## config.mk

```make
export PLATFORM = sky130hd
export DESIGN_NAME = fifo_with_overwrite_and_compare
export DESIGN_NICKNAME = d
export VERILOG_FILES = /design/src/rtl/fwoc_pkg.sv /design/src/rtl/fifo_with_overwrite_and_compare.sv /design/src/rtl/fwoc_ram.sv
export VERILOG_INCLUDE_DIRS = /design/src /design/src/rtl
export SDC_FILE = /design/constraint.sdc
export NUM_CORES = 1
export LEC_CHECK = 0
export BUFFER_PORTS_ARGS = -buffer_cell sky130_fd_sc_hd__buf_2
export CAP_MARGIN = 15
export CORE_ASPECT_RATIO = 0.8
export CORE_MARGIN = 1.5
export CORE_UTILIZATION = 61
export DETAILED_ROUTE_END_ITERATION = 6
export GPL_TIMING_DRIVEN = 0
export PLACE_DENSITY = 0.8
export SLEW_MARGIN = 20
export SYNTH_ARGS = -nofsm -noshare
export SYNTH_HDL_FRONTEND = slang
export SYNTH_SLANG_ARGS = --single-unit
```

## constraint.sdc

```tcl
create_clock -name clock -period 4.4 [get_ports clock]
set_input_delay 0.22 -clock clock [delete_from_list [all_inputs] [get_ports clock]]
set_output_delay 0.22 -clock clock [all_outputs]
set_load 0.02 [all_outputs]
```

## src/rtl/fifo_with_overwrite_and_compare_defines.svh

```systemverilog
// Assertion macros used by the queue RTL.
`ifndef FIFO_WITH_OVERWRITE_AND_COMPARE_DEFINES_SVH
`define FIFO_WITH_OVERWRITE_AND_COMPARE_DEFINES_SVH

`ifndef SYNTH
`define FWOC_ASSERT_IMPLIES(lbl, clk, rst, ante, cons) \
   lbl: assert property (@(posedge clk) disable iff (rst) (ante) |-> (cons)) \
      else $error("queue check failed");
`define FWOC_ASSERT_NEXT(lbl, clk, rst, ante, cons) \
   lbl: assert property (@(posedge clk) disable iff (rst) (ante) |=> (cons)) \
      else $error("queue check failed");
`else
`define FWOC_ASSERT_IMPLIES(lbl, clk, rst, ante, cons)
`define FWOC_ASSERT_NEXT(lbl, clk, rst, ante, cons)
`endif

`endif

```

## src/rtl/fwoc_pkg.sv

```systemverilog
// Types and constants for the overwrite/compare queue.
`timescale 1ns / 1ps
package fwoc_pkg;

   // ring depth; index and fill widths below are sized for it
   localparam int DEPTH    = 16;
   localparam int TYPE_W   = 2;
   localparam int IDX_W    = 4;
   localparam int FILL_W   = 5;
   localparam int CSR_IDX_W = 2;
   localparam int CSR_DATA_W = 5;

   typedef enum logic [TYPE_W-1:0] {
      REQ_PUSH = 2'd0,
      REQ_POP  = 2'd1,
      REQ_CMP  = 2'd2
   } req_kind_type;

   typedef enum logic [CSR_IDX_W-1:0] {
      CSR_QUEUE_LIMIT = 2'd0,
      CSR_OVERWRITE   = 2'd1
   } csr_index_type;

   localparam logic [FILL_W-1:0] LIMIT_RESET = 5'd16;

endpackage

```

## src/rtl/fifo_with_overwrite_and_compare.sv

```systemverilog
// Ring-buffer queue with fill limit, overwrite of oldest entry and head compare.
// Throughput: one request per cycle unless the response stalls; pointers and count
// update at accept, the one RAM read port (registered) returns data for pop/compare.
// Reset: pointers, count and valids clear, match flag sets, limit 16, no
// overwrite; entry storage is not cleared and needs no clearing pass.
`timescale 1ns / 1ps
`include "fifo_with_overwrite_and_compare_defines.svh"
module fifo_with_overwrite_and_compare
   import fwoc_pkg::*;
#(
   parameter int ITEM_BITS = 8
) (
   input  logic                  clock,
   input  logic                  reset,
   // request channel
   input  logic                  req_valid,
   output logic                  req_stall,
   input  logic [TYPE_W-1:0]     req_type,
   input  logic [ITEM_BITS-1:0]  req_item_value,
   input  logic [IDX_W-1:0]      req_cmp_index,
   input  logic                  req_cmp_last,
   // response channel
   output logic                  rsp_valid,
   input  logic                  rsp_stall,
   output logic                  rsp_accepted,
   output logic [ITEM_BITS-1:0]  rsp_pop_data,
   output logic [FILL_W-1:0]     rsp_fill_level,
   output logic                  rsp_is_full,
   output logic                  rsp_is_empty,
   output logic                  rsp_seq_match,
   // register writes
   input  logic                  csr_valid,
   output logic                  csr_ready,
   input  logic [CSR_IDX_W-1:0]  csr_index,
   input  logic [CSR_DATA_W-1:0] csr_wdata
);

   localparam int PTR_W = $clog2(DEPTH);
   localparam int SUM_W = ((PTR_W > FILL_W) ? PTR_W : FILL_W) + 1;
   localparam logic [SUM_W-1:0] DEPTH_S = SUM_W'(DEPTH);

   // p + n modulo DEPTH, valid for n <= DEPTH
   function automatic logic [PTR_W-1:0] wrap_add(input logic [PTR_W-1:0] p,
                                                  input logic [FILL_W-1:0] n);
      logic [SUM_W-1:0] s;
      s = SUM_W'(p) + SUM_W'(n);
      if (s >= DEPTH_S) begin
         s = s - DEPTH_S;
      end
      return s[PTR_W-1:0];
   endfunction

   // configuration
   logic [FILL_W-1:0] limit_ff;
   logic              overwrite_ff;

   // queue state
   logic [PTR_W-1:0]  head_ff, head_in;
   logic [PTR_W-1:0]  tail_ff, tail_in;
   logic [FILL_W-1:0] count_ff, count_in;
   logic              match_ff, match_in;

   // stage 1: request waiting on RAM read data
   logic                 s1_valid_ff, s1_valid_in;
   req_kind_type         s1_kind_ff;
   logic [ITEM_BITS-1:0] s1_item_ff;
   logic                 s1_idx_zero_ff;
   logic                 s1_last_ff;
   logic                 s1_in_range_ff;
   logic                 s1_ok_ff;
   logic [FILL_W-1:0]    s1_fill_ff;
   logic                 s1_full_ff;
   logic                 s1_empty_ff;

   // stage 2: response register
   logic                 rsp_valid_ff, rsp_valid_in;
   logic                 rsp_acc_ff, rsp_acc_in;
   logic [ITEM_BITS-1:0] rsp_data_ff, rsp_data_in;
   logic [FILL_W-1:0]    rsp_fill_ff;
   logic                 rsp_full_ff;
   logic                 rsp_empty_ff;
   logic                 rsp_seq_ff, rsp_seq_in;

   logic                 req_acc;
   logic                 s1_adv;
   logic [FILL_W-1:0]    lim;
   logic [FILL_W-1:0]    drop;
   logic                 in_range;
   logic                 op_ok;
   logic                 ram_wr;
   logic                 ram_rd;
   logic [PTR_W-1:0]     ram_raddr;
   logic [ITEM_BITS-1:0] ram_rdata;
   logic                 cmp_base;
   logic                 cmp_hit;

   // ---------------------------------------------------------------- control
   assign csr_ready    = 1'b1;
   assign s1_adv       = s1_valid_ff & (~rsp_valid_ff | ~rsp_stall);
   assign req_stall    = s1_valid_ff & ~s1_adv;
   assign req_acc      = req_valid & ~req_stall;
   assign s1_valid_in  = req_acc | (s1_valid_ff & ~s1_adv);
   assign rsp_valid_in = s1_adv | (rsp_valid_ff & rsp_stall);

   // effective limit: 0 acts as 1, clamp at DEPTH
   always_comb begin
      if (limit_ff == '0) begin
         lim = FILL_W'(1);
      end else if (SUM_W'(limit_ff) > DEPTH_S) begin
         lim = FILL_W'(DEPTH);
      end else begin
         lim = limit_ff;
      end
   end

   assign drop     = count_ff - lim + FILL_W'(1);
   assign in_range = FILL_W'(req_cmp_index) < count_ff;

   // ------------------------------------------------------- accept-side update
   always_comb begin
      head_in   = head_ff;
      tail_in   = tail_ff;
      count_in  = count_ff;
      ram_wr    = 1'b0;
      ram_rd    = 1'b0;
      ram_raddr = head_ff;
      op_ok     = 1'b0;
      if (req_acc) begin
         case (req_kind_type'(req_type))
            REQ_PUSH: begin
               if (count_ff < lim) begin
                  ram_wr   = 1'b1;
                  tail_in  = wrap_add(tail_ff, FILL_W'(1));
                  count_in = count_ff + FILL_W'(1);
                  op_ok    = 1'b1;
               end else if (overwrite_ff) begin
                  // drop enough oldest entries to leave limit-1, then append
                  ram_wr   = 1'b1;
                  head_in  = wrap_add(head_ff, drop);
                  tail_in  = wrap_add(tail_ff, FILL_W'(1));
                  count_in = lim;
                  op_ok    = 1'b1;
               end
            end
            REQ_POP: begin
               if (count_ff != '0) begin
                  ram_rd   = 1'b1;
                  head_in  = wrap_add(head_ff, FILL_W'(1));
                  count_in = count_ff - FILL_W'(1);
                  op_ok    = 1'b1;
               end
            end
            REQ_CMP: begin
               ram_rd = 1'b1;
               if (in_range) begin
                  ram_raddr = wrap_add(head_ff, FILL_W'(req_cmp_index));
               end
            end
            default: begin
            end
         endcase
      end
   end

   fwoc_ram #(
      .WIDTH (ITEM_BITS),
      .DEPTH (DEPTH)
   ) u_store (
      .clock   (clock),
      .wr_en   (ram_wr),
      .wr_addr (tail_ff),
      .wr_data (req_item_value),
      .rd_en   (ram_rd),
      .rd_addr (ram_raddr),
      .rd_data (ram_rdata)
   );

   // ------------------------------------------------------ response formation
   assign cmp_base = s1_idx_zero_ff | match_ff;
   assign cmp_hit  = cmp_base & s1_in_range_ff & (ram_rdata == s1_item_ff);

   always_comb begin
      rsp_acc_in  = 1'b0;
      rsp_data_in = '0;
      rsp_seq_in  = match_ff;
      match_in    = match_ff;
      case (s1_kind_ff)
         REQ_PUSH: begin
            rsp_acc_in = s1_ok_ff;
         end
         REQ_POP: begin
            rsp_acc_in = s1_ok_ff;
            if (s1_ok_ff) begin
               rsp_data_in = ram_rdata;
            end
         end
         REQ_CMP: begin
            rsp_acc_in = cmp_hit;
            rsp_seq_in = cmp_hit;
            // end of sequence re-arms the running flag
            match_in   = s1_last_ff | cmp_hit;
         end
         default: begin
         end
      endcase
   end

   // -------------------------------------------------------------- registers
   always_ff @(posedge clock) begin
      if (reset) begin
         limit_ff     <= LIMIT_RESET;
         overwrite_ff <= 1'b0;
         head_ff      <= '0;
         tail_ff      <= '0;
         count_ff     <= '0;
         match_ff     <= 1'b1;
         s1_valid_ff  <= 1'b0;
         rsp_valid_ff <= 1'b0;
      end else begin
         if (csr_valid && csr_ready) begin
            case (csr_index_type'(csr_index))
               CSR_QUEUE_LIMIT: limit_ff     <= csr_wdata;
               CSR_OVERWRITE:   overwrite_ff <= csr_wdata[0];
               default: begin
               end
            endcase
         end
         head_ff      <= head_in;
         tail_ff      <= tail_in;
         count_ff     <= count_in;
         s1_valid_ff  <= s1_valid_in;
         rsp_valid_ff <= rsp_valid_in;
         if (s1_adv) begin
            match_ff <= match_in;
         end
      end
   end

   always_ff @(posedge clock) begin
      if (req_acc) begin
         s1_kind_ff     <= req_kind_type'(req_type);
         s1_item_ff     <= req_item_value;
         s1_idx_zero_ff <= (req_cmp_index == '0);
         s1_last_ff     <= req_cmp_last;
         s1_in_range_ff <= in_range;
         s1_ok_ff       <= op_ok;
         s1_fill_ff     <= count_in;
         s1_full_ff     <= (count_in >= lim);
         s1_empty_ff    <= (count_in == '0);
      end
      if (s1_adv) begin
         rsp_acc_ff   <= rsp_acc_in;
         rsp_data_ff  <= rsp_data_in;
         rsp_fill_ff  <= s1_fill_ff;
         rsp_full_ff  <= s1_full_ff;
         rsp_empty_ff <= s1_empty_ff;
         rsp_seq_ff   <= rsp_seq_in;
      end
   end

   assign rsp_valid      = rsp_valid_ff;
   assign rsp_accepted   = rsp_acc_ff;
   assign rsp_pop_data   = rsp_data_ff;
   assign rsp_fill_level = rsp_fill_ff;
   assign rsp_is_full    = rsp_full_ff;
   assign rsp_is_empty   = rsp_empty_ff;
   assign rsp_seq_match  = rsp_seq_ff;

   // -------------------------------------------------------------- checks
   `FWOC_ASSERT_IMPLIES(a_count_bound, clock, reset, 1'b1, SUM_W'(count_ff) <= DEPTH_S)
   `FWOC_ASSERT_IMPLIES(a_ring_consistent, clock, reset, 1'b1, wrap_add(head_ff, count_ff) == tail_ff)
   `FWOC_ASSERT_IMPLIES(a_no_rsp_overrun, clock, reset, rsp_valid_ff && rsp_stall, !s1_adv)
   `FWOC_ASSERT_NEXT(a_pop_decrements, clock, reset, req_acc && (req_type == REQ_POP) && (count_ff != '0), count_ff == FILL_W'($past(count_ff) - FILL_W'(1)))

endmodule

```

## src/rtl/fwoc_ram.sv

```systemverilog
// Generic single-write, single-read RAM with registered read data.
`timescale 1ns / 1ps
module fwoc_ram #(
   parameter int WIDTH = 8,
   parameter int DEPTH = 16
) (
   input  logic                     clock,
   input  logic                     wr_en,
   input  logic [$clog2(DEPTH)-1:0] wr_addr,
   input  logic [WIDTH-1:0]         wr_data,
   input  logic                     rd_en,
   input  logic [$clog2(DEPTH)-1:0] rd_addr,
   output logic [WIDTH-1:0]         rd_data
);

   logic [WIDTH-1:0] mem_ff [DEPTH];
   logic [WIDTH-1:0] rd_data_ff;

   always_ff @(posedge clock) begin
      if (wr_en) begin
         mem_ff[wr_addr] <= wr_data;
      end
      if (rd_en) begin
         rd_data_ff <= mem_ff[rd_addr];
      end
   end

   assign rd_data = rd_data_ff;

endmodule

```

==> results.toml <==
[status]
status = "complete, no violations"

[grt]
grt_pass1_wl_um = 30500
grt_overflow = 0
grt_max_degree = 25
grt_use_total = 0.281
grt_pass1_vias = 5605
antenna_found_initial = 0

[yosys]
ys_types = 56
synth.avg_cell_area_um2 = 12.8
async_flop_share = 0
dominantRegCellSynth = "edfxtp_1"
ys_ff_latch = 196
synth-edff-count = 174
synth_nets = 737
ys.warnings.count = 0
ys_seq_area_frac = 0.656
syn_inst = 676
synth_area_um2 = 8630

[layout]
nets = 807
layout-drive-gt1-share = 0.144
fin_cells = 939
area_growth_pct = 13.2
fill_cells = 898
num_antenna_cells = 0

[placed_design]
pre_cts_ws_ns = 0.345
portBuffers = 45
dp.cells = 902
hpwl_um = 13500
place_congestion = 0.929

[flow_run]
drv_cap = 0

[clocking]
path_clk_slew_ns = 0.07
cts_tree = "yes"
h-tree-depth = 4
cts.sinks = 196
worstSkewPairLatency_ns = 0.43
root_buffer = "clkbuf_16"
cts_buffer_depth = 2
cts_buffers = 17

[sta]
setup_tns_ns = 0
finalSetupViolations = 0
rsz0062_at_grt = "false"
min_period_ns = 4.15
post-route-period-util = 0.943
fin_ws_ns = 0.253
slew_headroom = 0.350
max_freq_ghz = 0.241
finClkSkew_ns = 0.0111
fin_hold_ws_ns = 0.0141
tightest_slew_ns = 0.973
maxSlewViolCount = 0
hold_viol_final = 0

[power]
p_seq_frac = 0.520
powerDensity_nw_per_um2 = 410
ir_drop_v = 0.000345
power.leakage_uw = 0.00363
switching_share = 0.234
p_clk_frac = 0.388
p_int_uw = 3070
power_frac_comb = 0.091
p_sw_uw = 939

[route]
vias_per_cell = 6.26
wl_per_cell_um = 20.7
drt_first_pass_iters = 5
routed.top_layer = "met4"
drtIter0Drc = 826
wl_met1_um = 8290
dr_wl_met2_um = 8480
via_count = 5879
ant_nets = 0
drc = 0
dr_wl_met3_um = 2270
routed_wl_um = 19500

[worst_setup_path]
crit_type = "flop to flop"
crit_path_end_kind = "flop"
crit_path_max_fanout = 4
cp-start-kind = "flop"
crit_required_ns = 4.57
crit_arrival_ns = 4.32

[die]
die_width_um = 136
coreArea_um2 = 13700
ios = 47
die_h_um = 109
dieArea_um2 = 14900
rows = 38
start_util = 0.630

[min_path]
hold_class = "input port to flop"
## metrics by stage
stage | utilization | power [uW] | cell area (um^2)
4_1_cts | 0.712 | 4000 | 9750
2_1_floorplan | - | 2350 | 8630
6_report | 0.714 | 4010 | 9770
3_5_place_dp | 0.665 | 2480 | 9110
3_3_place_gp | 0.663 | 2460 | 9080
5_1_grt | 0.714 | 4130 | 9770
## cells in the final DEF, fill, tap and decap left out, types with 3 or more instances in the layout
cell type	synthesis	final
buf_2	9	54
o21ai_0	8	8
mux2_2	3	3
clkbuf_16	0	17
nand2_1	88	88
nand2b_1	7	7
a221oi_1	33	33
mux2i_1	7	7
a21o_1	5	5
or4_1	8	8
and2_1	9	9
dfxtp_1	22	22
nand3_1	6	6
nand4_1	4	4
a31oi_1	4	4
a21oi_1	82	82
nor2b_1	7	7
ha_1	32	32
inv_1	32	32
xor2_1	4	4
nor2_1	37	37
edfxtp_1	174	174
nor3_2	0	4
a2bb2oi_2	3	3
inv_6	0	3
nor3_1	15	11
clkbuf_1	16	16
clkinv_4	0	3
a211oi_1	3	3
xnor2_1	18	18
dlygate4sd3_1	0	4
## cells by family after synthesis
family,Yosys count,synth area share
buf+inv,59,0.0274
fa+ha+maj,34,0.0510
simple gates,195,0.106
xor+xnor,22,0.0223
compound gates,158,0.123
other cells,1,0.000434
flops,196,0.656
mux,11,0.0136
## state kept, by name, indices dropped and copies added, names as in the netlist, 2 cells and up
signal and cells:
u_store.mem_ff 128, rsp_pop_data 8, s1_item_ff 8, u_store.rd_data 8
count_ff 5, limit_ff 5, rsp_fill_level 5, s1_fill_ff 5
head_ff 4, tail_ff 4, s1_kind_ff 2
## final cells by class
type / instances / area, um^2 / share of cell area
Sequential cell: 196 / 5670 / 0.580
Buffer: 27 / 116 / 0.0119
Tap cell: 180 / 225 / 0.0230
Clock buffer: 19 / 453 / 0.0463
Clock inverter: 13 / 149 / 0.0152
Inverter: 32 / 120 / 0.0123
Multi-Input combinational cell: 421 / 2750 / 0.282
Timing Repair Buffer: 51 / 292 / 0.0298
## worst paths after layout
check	start	cells past startpoint	slack [ns]	to
max	limit_ff[2]$_SDFFE_PP0P_	15	0.25	s1_full_ff$_DFFE_PP_
min	req_type[1]	1	0.01	s1_kind_ff[1]$_DFFE_PP_
max reg2reg	limit_ff[2]$_SDFFE_PP0P_	15	0.25	s1_full_ff$_DFFE_PP_
min reg2reg	s1_fill_ff[3]$_DFFE_PP_	0	0.42	rsp_fill_level[3]$_DFFE_PP_
## Yosys cell counts (8+ instances only)
library cell	count	share of area
xnor2_1	18	0.018
or4_1	8	0.0070
inv_1	32	0.014
a221oi_1	33	0.033
ha_1	32	0.046
buf_2	9	0.0052
o21ai_0	8	0.0046
clkbuf_1	16	0.0070
nand2_1	88	0.038
dfxtp_1	22	0.051
nor3_1	15	0.0087
edfxtp_1	174	0.61
and2_1	9	0.0065
nor2_1	37	0.016
a21oi_1	82	0.048
## critical path, cell delays in order, from the launching register on
cell	delay (ns)
dfxtp_1	0.36
or3_1	0.36
a21oi_1	0.38
ha_1	0.23
nand3b_1	0.10
a21boi_0	0.13
o21ai_0	0.39
nand3_1	0.13
a31oi_1	0.62
ha_1	0.35
nand2b_1	0.14
a21o_1	0.17
a21oi_1	0.21
nor2_1	0.07
a21oi_1	0.15
o21ai_0	0.11
## power groups by stage
stage	combinational [uW]	sequential, uW	clock, uW
detailed placement	354	2120	0
global route	403	2090	1640
global placement	338	2120	0
floorplan	222	2130	0
CTS	359	2080	1560
finish	366	2080	1560
## routing by layer
metal | track usage | up-vias
li1 | - | 2669
met1 | 0.411 | 2795
met2 | 0.408 | 374
met3 | 0.0719 | 41
met4 | 0.107 | 0
met5 | 0 | -
## repair_timing
item,in CTS,in global routing
gates resized for setup,0,0
setup endpoints to repair,0,0
hold buffers,4,0
buffers inserted,0,0
endpoints found under the hold margin,5,0
(Power assumes the default switching activity.)
